$ cat src/hw/rtl/entity_id_allocator_core_defines.svh
// ----------------------------------------------------------------------------
// entity_id_allocator_core_defines
// assertion macros used by the allocator rtl (eia_ctrl)
// ----------------------------------------------------------------------------
`ifndef ENTITY_ID_ALLOCATOR_CORE_DEFINES_SVH
`define ENTITY_ID_ALLOCATOR_CORE_DEFINES_SVH

`ifndef SYNTHESIS
// check a property on every clock edge outside reset
`define EIA_ASSERT(lbl, clk, rstn, prop) \
    lbl: assert property (@(posedge clk) disable iff (!rstn) (prop)) \
        else $error("assertion failed");
// check an implication on every clock edge outside reset
`define EIA_ASSERT_IMP(lbl, clk, rstn, ante, cons) \
    lbl: assert property (@(posedge clk) disable iff (!rstn) (ante) |-> (cons)) \
        else $error("assertion failed");
// check a next-cycle implication outside reset
`define EIA_ASSERT_NXT(lbl, clk, rstn, ante, cons) \
    lbl: assert property (@(posedge clk) disable iff (!rstn) (ante) |=> (cons)) \
        else $error("assertion failed");
`else
`define EIA_ASSERT(lbl, clk, rstn, prop)
`define EIA_ASSERT_IMP(lbl, clk, rstn, ante, cons)
`define EIA_ASSERT_NXT(lbl, clk, rstn, ante, cons)
`endif

`endif

$ cat src/hw/rtl/eia_pkg.sv
// ----------------------------------------------------------------------------
// eia_pkg
// constants, codes and memory port types of the identifier allocator
// ----------------------------------------------------------------------------
package eia_pkg;

    localparam int ID_CAPACITY  = 1024;
    localparam int SIG_BITS     = 32;
    localparam int ID_W         = (ID_CAPACITY > 1) ? $clog2(ID_CAPACITY) : 1;
    localparam int LIVE_W       = $clog2(ID_CAPACITY + 1);
    localparam int ENTITY_ID_W  = 16;
    localparam int RESULT_ID_W  = 10;
    localparam int SIG_IN_W     = 32;
    localparam int SIG_OUT_W    = 32;
    localparam int REQ_W        = 2;
    localparam int STATUS_W     = 2;

    localparam logic [REQ_W-1:0] REQ_ALLOC   = 2'd0;
    localparam logic [REQ_W-1:0] REQ_RELEASE = 2'd1;
    localparam logic [REQ_W-1:0] REQ_SET     = 2'd2;
    localparam logic [REQ_W-1:0] REQ_GET     = 2'd3;

    localparam logic [STATUS_W-1:0] STATUS_OK        = 2'd0;
    localparam logic [STATUS_W-1:0] STATUS_EMPTY     = 2'd1;
    localparam logic [STATUS_W-1:0] STATUS_RANGE     = 2'd2;
    localparam logic [STATUS_W-1:0] STATUS_NONE_LIVE = 2'd3;

    typedef struct packed {
        logic            we;
        logic [ID_W-1:0] waddr;
        logic [ID_W-1:0] wdata;
        logic            re;
        logic [ID_W-1:0] raddr;
    } fq_req_t;

    typedef struct packed {
        logic                we;
        logic [ID_W-1:0]     waddr;
        logic [SIG_BITS-1:0] wdata;
        logic                re;
        logic [ID_W-1:0]     raddr;
    } sig_req_t;

    function automatic logic [ID_W-1:0] next_slot(input logic [ID_W-1:0] slot);
        return (slot == ID_W'(ID_CAPACITY - 1)) ? '0 : slot + 1'b1;
    endfunction

endpackage

$ cat src/hw/rtl/eia_ctrl.sv
// ----------------------------------------------------------------------------
// eia_ctrl
// request sequencer: clearing pass, read-modify-write of both stores,
// queue pointers, live count and result register
// ----------------------------------------------------------------------------
`include "entity_id_allocator_core_defines.svh"

module eia_ctrl (
    input  logic                                  aclk,
    input  logic                                  aresetn,
    input  logic                                  s_valid,
    output logic                                  s_ready,
    input  logic [eia_pkg::REQ_W-1:0]             s_req_type,
    input  logic [eia_pkg::ENTITY_ID_W-1:0]       s_entity_id,
    input  logic [eia_pkg::SIG_IN_W-1:0]          s_signature_in,
    output logic                                  m_valid,
    input  logic                                  m_ready,
    output logic [eia_pkg::RESULT_ID_W-1:0]       m_result_id,
    output logic [eia_pkg::SIG_OUT_W-1:0]         m_signature_out,
    output logic [eia_pkg::STATUS_W-1:0]          m_status,
    output eia_pkg::fq_req_t                      fq_req,
    input  logic [eia_pkg::ID_W-1:0]              fq_rdata,
    output eia_pkg::sig_req_t                     sig_req,
    input  logic [eia_pkg::SIG_BITS-1:0]          sig_rdata
);

    import eia_pkg::*;

    localparam logic [1:0] ST_INIT = 2'd0;
    localparam logic [1:0] ST_IDLE = 2'd1;
    localparam logic [1:0] ST_EXEC = 2'd2;

    logic [1:0]             state_reg, state_next;
    logic [ID_W-1:0]        init_idx_reg, init_idx_next;
    logic [ID_W-1:0]        head_reg, head_next;
    logic [ID_W-1:0]        tail_reg, tail_next;
    logic [LIVE_W-1:0]      live_reg, live_next;
    logic                   m_valid_reg, m_valid_next;

    logic [REQ_W-1:0]       req_type_reg;
    logic [ENTITY_ID_W-1:0] entity_id_reg;
    logic [SIG_IN_W-1:0]    signature_reg;
    logic [RESULT_ID_W-1:0] result_id_reg;
    logic [SIG_OUT_W-1:0]   signature_out_reg;
    logic [STATUS_W-1:0]    status_reg;

    logic                   accept;
    logic                   commit;
    logic                   out_free;
    logic                   id_out_of_range;
    logic                   res_fq_push;
    logic                   res_sig_we;
    logic [SIG_BITS-1:0]    res_sig_wdata;
    logic [RESULT_ID_W-1:0] res_result_id;
    logic [SIG_OUT_W-1:0]   res_signature_out;
    logic [STATUS_W-1:0]    res_status;
    logic [ID_W-1:0]        res_head;
    logic [ID_W-1:0]        res_tail;
    logic [LIVE_W-1:0]      res_live;

    assign s_ready  = (state_reg == ST_IDLE);
    assign accept   = s_valid && s_ready;
    assign out_free = !m_valid_reg || m_ready;
    assign commit   = (state_reg == ST_EXEC) && out_free;

    assign id_out_of_range =
        ({1'b0, entity_id_reg} >= (ENTITY_ID_W + 1)'(ID_CAPACITY));

    // outcome of the held request, using the data read at accept
    always_comb begin
        res_fq_push       = 1'b0;
        res_sig_we        = 1'b0;
        res_sig_wdata     = '0;
        res_result_id     = '0;
        res_signature_out = '0;
        res_status        = STATUS_OK;
        res_head          = head_reg;
        res_tail          = tail_reg;
        res_live          = live_reg;
        if (req_type_reg == REQ_ALLOC) begin
            if (live_reg == LIVE_W'(ID_CAPACITY)) begin
                res_status = STATUS_EMPTY;
            end else begin
                res_result_id = RESULT_ID_W'(fq_rdata);
                res_head      = next_slot(head_reg);
                res_live      = live_reg + 1'b1;
            end
        end else if (id_out_of_range) begin
            res_status = STATUS_RANGE;
        end else begin
            case (req_type_reg)
                REQ_RELEASE: begin
                    if (live_reg == '0) begin
                        res_status = STATUS_NONE_LIVE;
                    end else begin
                        res_sig_we  = 1'b1;
                        res_fq_push = 1'b1;
                        res_tail    = next_slot(tail_reg);
                        res_live    = live_reg - 1'b1;
                    end
                end
                REQ_SET: begin
                    res_sig_we    = 1'b1;
                    res_sig_wdata = SIG_BITS'(signature_reg);
                end
                default: begin
                    res_signature_out = SIG_OUT_W'(sig_rdata);
                end
            endcase
        end
    end

    always_comb begin
        state_next    = state_reg;
        init_idx_next = init_idx_reg;
        head_next     = head_reg;
        tail_next     = tail_reg;
        live_next     = live_reg;
        m_valid_next  = m_valid_reg && !m_ready;
        fq_req        = '0;
        sig_req       = '0;
        case (state_reg)
            ST_INIT: begin
                // one slot a cycle: free list gets its index, signature gets zero
                fq_req.we     = 1'b1;
                fq_req.waddr  = init_idx_reg;
                fq_req.wdata  = init_idx_reg;
                sig_req.we    = 1'b1;
                sig_req.waddr = init_idx_reg;
                sig_req.wdata = '0;
                if (init_idx_reg == ID_W'(ID_CAPACITY - 1)) begin
                    state_next = ST_IDLE;
                end else begin
                    init_idx_next = init_idx_reg + 1'b1;
                end
            end
            ST_IDLE: begin
                if (accept) begin
                    fq_req.re     = 1'b1;
                    fq_req.raddr  = head_reg;
                    sig_req.re    = 1'b1;
                    sig_req.raddr = s_entity_id[ID_W-1:0];
                    state_next    = ST_EXEC;
                end
            end
            ST_EXEC: begin
                if (out_free) begin
                    fq_req.we     = res_fq_push;
                    fq_req.waddr  = tail_reg;
                    fq_req.wdata  = entity_id_reg[ID_W-1:0];
                    sig_req.we    = res_sig_we;
                    sig_req.waddr = entity_id_reg[ID_W-1:0];
                    sig_req.wdata = res_sig_wdata;
                    head_next     = res_head;
                    tail_next     = res_tail;
                    live_next     = res_live;
                    m_valid_next  = 1'b1;
                    state_next    = ST_IDLE;
                end
            end
            default: begin
                state_next = ST_INIT;
            end
        endcase
    end

    always_ff @(posedge aclk) begin
        if (!aresetn) begin
            state_reg    <= ST_INIT;
            init_idx_reg <= '0;
            head_reg     <= '0;
            tail_reg     <= '0;
            live_reg     <= '0;
            m_valid_reg  <= 1'b0;
        end else begin
            state_reg    <= state_next;
            init_idx_reg <= init_idx_next;
            head_reg     <= head_next;
            tail_reg     <= tail_next;
            live_reg     <= live_next;
            m_valid_reg  <= m_valid_next;
        end
    end

    always_ff @(posedge aclk) begin
        if (accept) begin
            req_type_reg  <= s_req_type;
            entity_id_reg <= s_entity_id;
            signature_reg <= s_signature_in;
        end
        if (commit) begin
            result_id_reg     <= res_result_id;
            signature_out_reg <= res_signature_out;
            status_reg        <= res_status;
        end
    end

    assign m_valid         = m_valid_reg;
    assign m_result_id     = result_id_reg;
    assign m_signature_out = signature_out_reg;
    assign m_status        = status_reg;

    `EIA_ASSERT(a_live_bound, aclk, aresetn, live_reg <= LIVE_W'(ID_CAPACITY))
    `EIA_ASSERT_IMP(a_no_result_in_init, aclk, aresetn, state_reg == ST_INIT, !m_valid_reg)
    `EIA_ASSERT_NXT(a_alloc_counts, aclk, aresetn,
        commit && req_type_reg == REQ_ALLOC && res_status == STATUS_OK,
        live_reg == $past(live_reg) + 1'b1 && head_reg == next_slot($past(head_reg)))
    `EIA_ASSERT_NXT(a_error_no_change, aclk, aresetn,
        commit && res_status != STATUS_OK,
        $stable(live_reg) && $stable(head_reg) && $stable(tail_reg))

endmodule

$ cat config.mk
export PLATFORM = sky130hd
export DESIGN_NAME = eia_ctrl
export DESIGN_NICKNAME = d
export VERILOG_FILES = /design/src/hw/rtl/eia_pkg.sv /design/src/hw/rtl/eia_ctrl.sv
export VERILOG_INCLUDE_DIRS = /design/src /design/src/hw/rtl
export SDC_FILE = /design/constraint.sdc
export NUM_CORES = 1
export LEC_CHECK = 0
export ABC_CLOCK_PERIOD_IN_PS = 8500
export BUFFER_PORTS_ARGS = -buffer_cell sky130_fd_sc_hd__buf_4
export CAP_MARGIN = 15
export CORE_ASPECT_RATIO = 0.8
export CORE_MARGIN = 4
export CORE_UTILIZATION = 49
export DETAILED_ROUTE_END_ITERATION = 16
export PLACE_DENSITY = 0.84
export REMOVE_ABC_BUFFERS = 1
export SLEW_MARGIN = 40
export SYNTH_ARGS = -nofsm -noshare
export SYNTH_HDL_FRONTEND = slang
export SYNTH_SLANG_ARGS = --single-unit
export TNS_END_PERCENT = 30
$ cat constraint.sdc
create_clock -name aclk -period 8.5 [get_ports aclk]
set_clock_uncertainty 0.05 [all_clocks]
set_input_delay 1.7 -clock aclk [delete_from_list [all_inputs] [get_ports aclk]]
set_output_delay 1.7 -clock aclk [all_outputs]
set_load 0.05 [all_outputs]
=== Yosys cells after proc, flatten, opt, wreduce, memory -nomap -nowiden ===
Cells that the tools add are included.

* Bits in registers: 138
* Bits of input ports: 96

* $add $sub $neg: 5
* Order comparisons: 1
* Equality and inequality tests: 14
* Muxes and demuxes: 36
* Bitwise logic cells: 5
* Reduce and logical (&&, ||, !) cells: 17

{| class="wikitable"
|+ Operator list
! operator !! number
|-
| $mux W11 || 9
|-
| $mux W32 || 3
|-
| $pmux W43 S2 || 1
|-
| $mux W43 || 1
|-
| $pmux W21 S2 || 1
|-
| $add A10 B1 Y10 const B || 3
|-
| $eq A10 B10 Y1 const B || 3
|-
| $mux W21 || 1
|-
| $mux W10 || 2
|-
| $ge A16 B11 Y1 const B || 1
|-
| $mux W2 || 7
|-
| $reduce_and A6 Y1 || 2
|-
| $add A11 B1 Y11 const B || 1
|-
| $eq A11 B11 Y1 const B || 1
|-
| $logic_not A11 Y1 || 1
|-
| $sub A11 B1 Y11 const B || 1
|-
| $mux W1 || 9
|-
| $ne A2 B2 Y1 const B || 4
|-
| $pmux W2 S3 || 1
|-
| $not A1 Y1 || 5
|-
| $eq A2 B1 Y1 const B || 2
|-
| $eq A2 B2 Y1 const B || 2
|-
| $logic_not A2 Y1 || 2
|-
| $ne A2 B1 Y1 const B || 2
|-
| 10 further kinds || 13
|}

=== Depth between registers and ports, before layout ===
Gate-level depths: netlist (run 1).

* Depth after elaboration: 7
* Gate-level depth with buffers: 9
* Depth with buffers taken out: 9

=== Worst setup path before layout (run 1) ===
Ideal clock, no wire load.

* Path kind: input to output
* Start: in m_ready
* End: out sig_req[43] (netlist bit)
* Arrival time: 4.516 ns
* Path slack: 2.234 ns
* Stages: 5
* Buffers on the path: 2
* Path through: nor2b_1 -> nor2_1 -> clkbuf_1 -> a22o_1 -> buf_4

{| class="wikitable"
|+ RTL lines
! element !! line !! text
|-
| from (decl) || eia_ctrl.sv:17 || <nowiki>input logic m_ready,</nowiki>
|-
| to (decl) || eia_ctrl.sv:23 || <nowiki>output eia_pkg::sig_req_t sig_req,</nowiki>
|}

==> impl_metrics.json, run 1 <==
{
  "cts-hold-fix-buffers": 0,
  "rows": 36,
  "overflow": 0,
  "sw_frac_of_total": 0.200,
  "critPathKind": "in2out",
  "dr.pass1.iters": 5,
  "clkTransAtPathRegs_ns": 0.05,
  "io_pins": 228,
  "maxSlewHeadroom": 0.422,
  "ys.warnings.count": 0,
  "routed_via_density": 5.44,
  "postSynth.asyncResetShare": 0,
  "placed_area_um2": 8130,
  "grt_max_degree": 70,
  "seq_power_share": 0.488,
  "switchingPower_w": 0.000293,
  "path_max_fanout": 69,
  "start_kind": "input pin",
  "cts_tree": "done",
  "grt.total_usage": 0.227,
  "num_vias": 5161,
  "worst_slew_pin_slew_ns": 0.863,
  "post-cts-setup-buffer-count": 0,
  "p_int_w": 0.00118,
  "fp.dieArea_um2": 14800,
  "drc": 0,
  "nets": 878,
  "worstPathArrival_ns": 3.10,
  "synth_cells": 548,
  "drt_wl_total_um": 17400,
  "final_common_cell": "buf_4",
  "max_freq_mhz": 206,
  "die_y_um": 110,
  "routedWlPerCell_um": 18.4,
  "gp_congestion": 0.826,
  "mappedNetlistArea_um2": 6340,
  "dr.first_iter.drc_count": 366,
  "clock-sinks": 138,
  "endpoint_kind": "primary output",
  "status": "finished, final reports clean",
  "synth_edf_count": 94,
  "ant_nets": 0,
  "grt_pass1_wl_um": 26000,
  "fp.dieW_um": 135,
  "antenna_found_initial": 0,
  "final_util": 0.699,
  "max_cap_viol_count": 0,
  "most-common-layout-cells": "buf_4, edfxtp_1, and2_1, dfxtp_1, nor2_1",
  "port-buffer-count": 227,
  "worstHoldPathType": "reg2reg",
  "clockRootBuffer": "clkbuf_16",
  "finalCritPeriodShare": 0.570,
  "synth_cell_types": 54,
  "dp_hpwl_um": 12400,
  "syn2layout_area_growth_pct": 37.1,
  "powerDensity_nw_per_um2": 169,
  "grt_pass1_vias": 5147,
  "final_hold_viol_count": 0,
  "power.share.clock": 0.467,
  "finalSetupViolCount": 0,
  "post_cts_resized": 0,
  "antennaDiodeCount": 0,
  "hold_depth": 2,
  "synth_seq_cells": 138,
  "reg2reg_depth": 9,
  "report.final.slew_viol_count": 0,
  "period_needed_ns": 4.85,
  "ys.flop_type": "edfxtp_1",
  "power.leakage_nw": 3.64,
  "h-tree-depth": 4,
  "seq_area_frac_synth": 0.585,
  "ir_drop_mv": 0.137,
  "start_util": 0.510,
  "core_area_um2": 12400,
  "syn_avg_cell_area_um2": 11.6,
  "stdcell_area_um2": 8690,
  "numCtsBuffers": 17,
  "worst_skew_pair.late_latency_ns": 0.41,
  "cts_buffer_depth": 2,
  "power_frac_comb": 0.045,
  "grt_setup_unrepaired": "false",
  "tns_ns": 0,
  "drive_gt1_frac": 0.350,
  "worstPathRequired_ns": 6.75,
  "nFillCells": 906
}
==> cell usage after synthesis, types with 4 or more instances <==
cell type | n | area (um^2)
a21oi_1 | 21 | 105
a22o_1 | 18 | 158
and2_1 | 77 | 482
and3_1 | 28 | 175
buf_4 | 12 | 90.1
clkbuf_1 | 20 | 75.1
dfxtp_1 | 44 | 881
edfxtp_1 | 94 | 2820
ha_1 | 15 | 188
inv_1 | 8 | 30.0
mux2i_1 | 4 | 40.0
nand2_1 | 28 | 105
nand2b_1 | 7 | 43.8
nand3_1 | 20 | 100
nand4_1 | 10 | 62.6
nor2_1 | 30 | 113
nor2b_1 | 4 | 25.0
nor3_1 | 6 | 30.0
o211ai_1 | 5 | 37.5
o21ai_0 | 9 | 45.0
o21ai_1 | 7 | 35.0
or3_1 | 9 | 56.3
xnor2_1 | 10 | 87.6
xor2_1 | 15 | 131
==> final timing paths <==
kind / from / end / slack [ns]
setup reg to reg: req_type_reg[1]$_DFFE_PP_ / live_reg[8]$_SDFFE_PN0P_ / 5.48
setup / recovery: m_ready / fq_req[11] / 3.65
hold / removal: tail_reg[4]$_SDFFE_PN0P_ / tail_reg[4]$_SDFFE_PN0P_ / 0.44
hold reg to reg: tail_reg[4]$_SDFFE_PN0P_ / tail_reg[4]$_SDFFE_PN0P_ / 0.44
==> kinds of logic (layout without fill, tap and decap cells) <==
kind of cell | after synthesis | after routing | synth area share
buf+inv | 42 | 272 | 0.0324
mux | 4 | 4 | 0.00632
fa+ha+maj | 16 | 16 | 0.0328
simple gates | 238 | 238 | 0.217
xor+xnor | 25 | 25 | 0.0346
flops | 138 | 138 | 0.585
compound gates | 85 | 85 | 0.0928
==> worst max-delay path: stages <==
cell and delay [ns]:
buf_4 0.11, nor2b_1 0.38, nor2_4 0.08, buf_6 0.27, a22o_1 0.29, buf_4 0.20
==> power by group through the flow <==
stage | Sequential (W) | Clock (W) | Combinational [W]
final | 0.000717 | 0.000686 | 0.0000663
after global routing | 0.000717 | 0.000728 | 0.0000704
after CTS | 0.000717 | 0.000696 | 0.0000667
after detailed placement | 0.000731 | 0 | 0.0000662
after global placement | 0.000731 | 0 | 0.0000647
after floorplan | 0.000730 | 0 | 0.0000214
==> per-layer routing <==
metal | part of all wire | track usage | up-vias
li1 | - | - | 2441
met1 | 0.40 | 0.275 | 2434
met2 | 0.48 | 0.380 | 260
met3 | 0.10 | 0.0773 | 26
met4 | 0.020 | 0.0863 | 0
met5 | 0 | 0 | -
==> metrics by stage <==
stage,total power (W),setup slack (ns),instances,hold slack (ns)
CTS,0.00148,3.50,949,0.444
detailed placement,0.000797,3.51,918,0.435
finish,0.00147,3.65,949,0.444
global placement,0.000796,3.54,918,0.421
floorplan,0.000751,0.993,514,0.404
global route,0.00152,3.59,949,0.459
==> layout make-up <==
| cell class | instances | area (um^2) | share of cell area |
|---|---|---|---|
| Clock buffer | 21 | 440 | 0.0507 |
| Clock inverter | 10 | 103 | 0.0118 |
| Inverter | 8 | 30.0 | 0.00346 |
| Multi-Input combinational cell | 368 | 2440 | 0.281 |
| Sequential cell | 138 | 3700 | 0.426 |
| Tap cell | 171 | 214 | 0.0246 |
| Timing Repair Buffer | 233 | 1750 | 0.202 |
Power figures use the tool's default switching activity.
==> run 2: changes to the inputs <==
- ABC_CLOCK_PERIOD_IN_PS: 8500 -> 4950
- clock period: 8.5 -> 4.95 ns (I/O delays scaled with it)
==> run 2 against run 1 <==
Against the previous run:
- clock-buffer cell count shrank 4
- non-clock buffer count grew 1
- die area is the same
- clock power grew 88%
- flip-flop and latch count is the same
- power grew 79%
- sequential power grew 72%
- via count grew 0.89%
- worst setup slack lost 2.5 ns
- routed wire length grew 3.4%
- first-iteration DRC count grew 9.0%
- critical endpoint is now sig_req[21]
==> impl_metrics.json, run 2 (same netlist as run 1, synthesis figures left out) <==
{
  "grt_max_degree": 70,
  "core_area_um2": 12400,
  "final_hold_viol_count": 0,
  "drc": 0,
  "grt_setup_unrepaired": "false",
  "post_cts_resized": 0,
  "cts-hold-fix-buffers": 0,
  "grt_pass1_vias": 5237,
  "cts_tree": "done",
  "nFillCells": 900,
  "antenna_found_initial": 0,
  "ir_drop_mv": 0.255,
  "dr.first_iter.drc_count": 399,
  "drive_gt1_frac": 0.359,
  "max_freq_mhz": 263,
  "clockRootBuffer": "clkbuf_16",
  "worstHoldPathType": "reg2reg",
  "worst_slew_pin_slew_ns": 0.824,
  "fp.dieArea_um2": 14800,
  "port-buffer-count": 227,
  "path_max_fanout": 32,
  "finalSetupViolCount": 0,
  "dp_hpwl_um": 12800,
  "rows": 36,
  "overflow": 0,
  "start_util": 0.510,
  "post-route-worst-setup-slack_ns": 1.14,
  "status": "finished, final reports clean",
  "power.leakage_nw": 3.66,
  "gp_congestion": 0.842,
  "num_vias": 5207,
  "clkTransAtPathRegs_ns": 0.06,
  "grt.total_usage": 0.239,
  "nets": 879,
  "antennaDiodeCount": 0,
  "clock-sinks": 138,
  "finalCritPeriodShare": 0.769,
  "start_kind": "register",
  "fp.dieW_um": 135,
  "hold_ws_ns": 0.440,
  "critPathKind": "reg2out",
  "routed_via_density": 5.48,
  "numCtsBuffers": 17,
  "most-common-layout-cells": "buf_4, edfxtp_1, and2_1, dfxtp_1, nor2_1",
  "grt_pass1_wl_um": 27400,
  "h-tree-depth": 4,
  "powerDensity_nw_per_um2": 300,
  "syn2layout_area_growth_pct": 38.3,
  "max_cap_viol_count": 0,
  "die_y_um": 110,
  "maxSlewHeadroom": 0.450,
  "cts_buffer_depth": 2,
  "dr.pass1.iters": 6,
  "drt_wl_total_um": 18000,
  "final_util": 0.705,
  "endpoint_kind": "primary output",
  "report.final.slew_viol_count": 0,
  "final_common_cell": "buf_4",
  "io_pins": 228,
  "preCtsSetupSlack_ns": 1.30,
  "post-cts-setup-buffer-count": 0,
  "period_needed_ns": 3.81,
  "worstPathArrival_ns": 2.77,
  "worstPathRequired_ns": 3.91,
  "routedWlPerCell_um": 19.0,
  "worst_skew_pair.late_latency_ns": 0.42,
  "ant_nets": 0
}
[run 2: cell count changes in the layout (fill, tap and decap cells not counted), moves of 2 or more]
cell / delta
clkbuf_1: -4
clkinv_1: -2
clkinv_2: -2
clkinv_4: +2
clkinvlp_4: +3
inv_6: +2
[run 2: routing by layer]
metal  vias to the layer above  GRT usage  routed length [um]  share of wire
li1                       2436          -                   -              -
met1                      2471      0.288                7090           0.39
met2                       269      0.401                8700           0.48
met3                        31     0.0842                1860           0.10
met4                         0     0.0835                 359          0.020
met5                         -          0                   0              0
[run 2: layout make-up]
type | count | area, um^2 | share of cell area
Sequential cell | 138 | 3700 | 0.423
Multi-Input combinational cell | 368 | 2450 | 0.279
Timing Repair Buffer | 234 | 1770 | 0.202
Clock buffer | 17 | 425 | 0.0486
Tap cell | 171 | 214 | 0.0244
Clock inverter | 14 | 173 | 0.0197
Inverter | 8 | 30.0 | 0.00343
[run 2: where the power goes]
group | switching, W | leakage [nW] | internal (W)
Sequential | 0.00000447 | 1.16 | 0.00123
Combinational | 0.0000527 | 2.23 | 0.0000616
Clock | 0.000494 | 0.279 | 0.000791
Total | 0.000552 | 3.66 | 0.00208
[run 2: worst max-delay path: stages, from the launching register on]
cell and delay, ns:
edfxtp_1 0.37, or4_4 0.57, nor4_4 0.40, and3_2 0.57
and2_1 0.22, buf_4 0.21
[run 2: worst paths after layout]
| kind | to | from | slack (ns) | depth (start not counted) |
|---|---|---|---|---|
| max | sig_req[21] | entity_id_reg[14]$_DFFE_PP_ | 1.14 | 5 |
| min reg2reg | head_reg[1]$_SDFFE_PN0P_ | head_reg[1]$_SDFFE_PN0P_ | 0.44 | 2 |
| min | head_reg[1]$_SDFFE_PN0P_ | head_reg[1]$_SDFFE_PN0P_ | 0.44 | 2 |
| max reg2reg | live_reg[8]$_SDFFE_PN0P_ | req_type_reg[0]$_DFFE_PP_ | 2.00 | 9 |
[run 2: per-stage QoR]
| step | cells | power [W] | cell area (um^2) | TNS, ns |
|---|---|---|---|---|
| after CTS | 949 | 0.00265 | 8730 | 0 |
| after global routing | 950 | 0.00272 | 8760 | 0 |
| after global placement | 918 | 0.00137 | 8130 | 0 |
| after detailed placement | 918 | 0.00137 | 8130 | 0 |
| after floorplan | 514 | 0.00129 | 6160 | -64.98 |
| final | 950 | 0.00263 | 8760 | 0 |
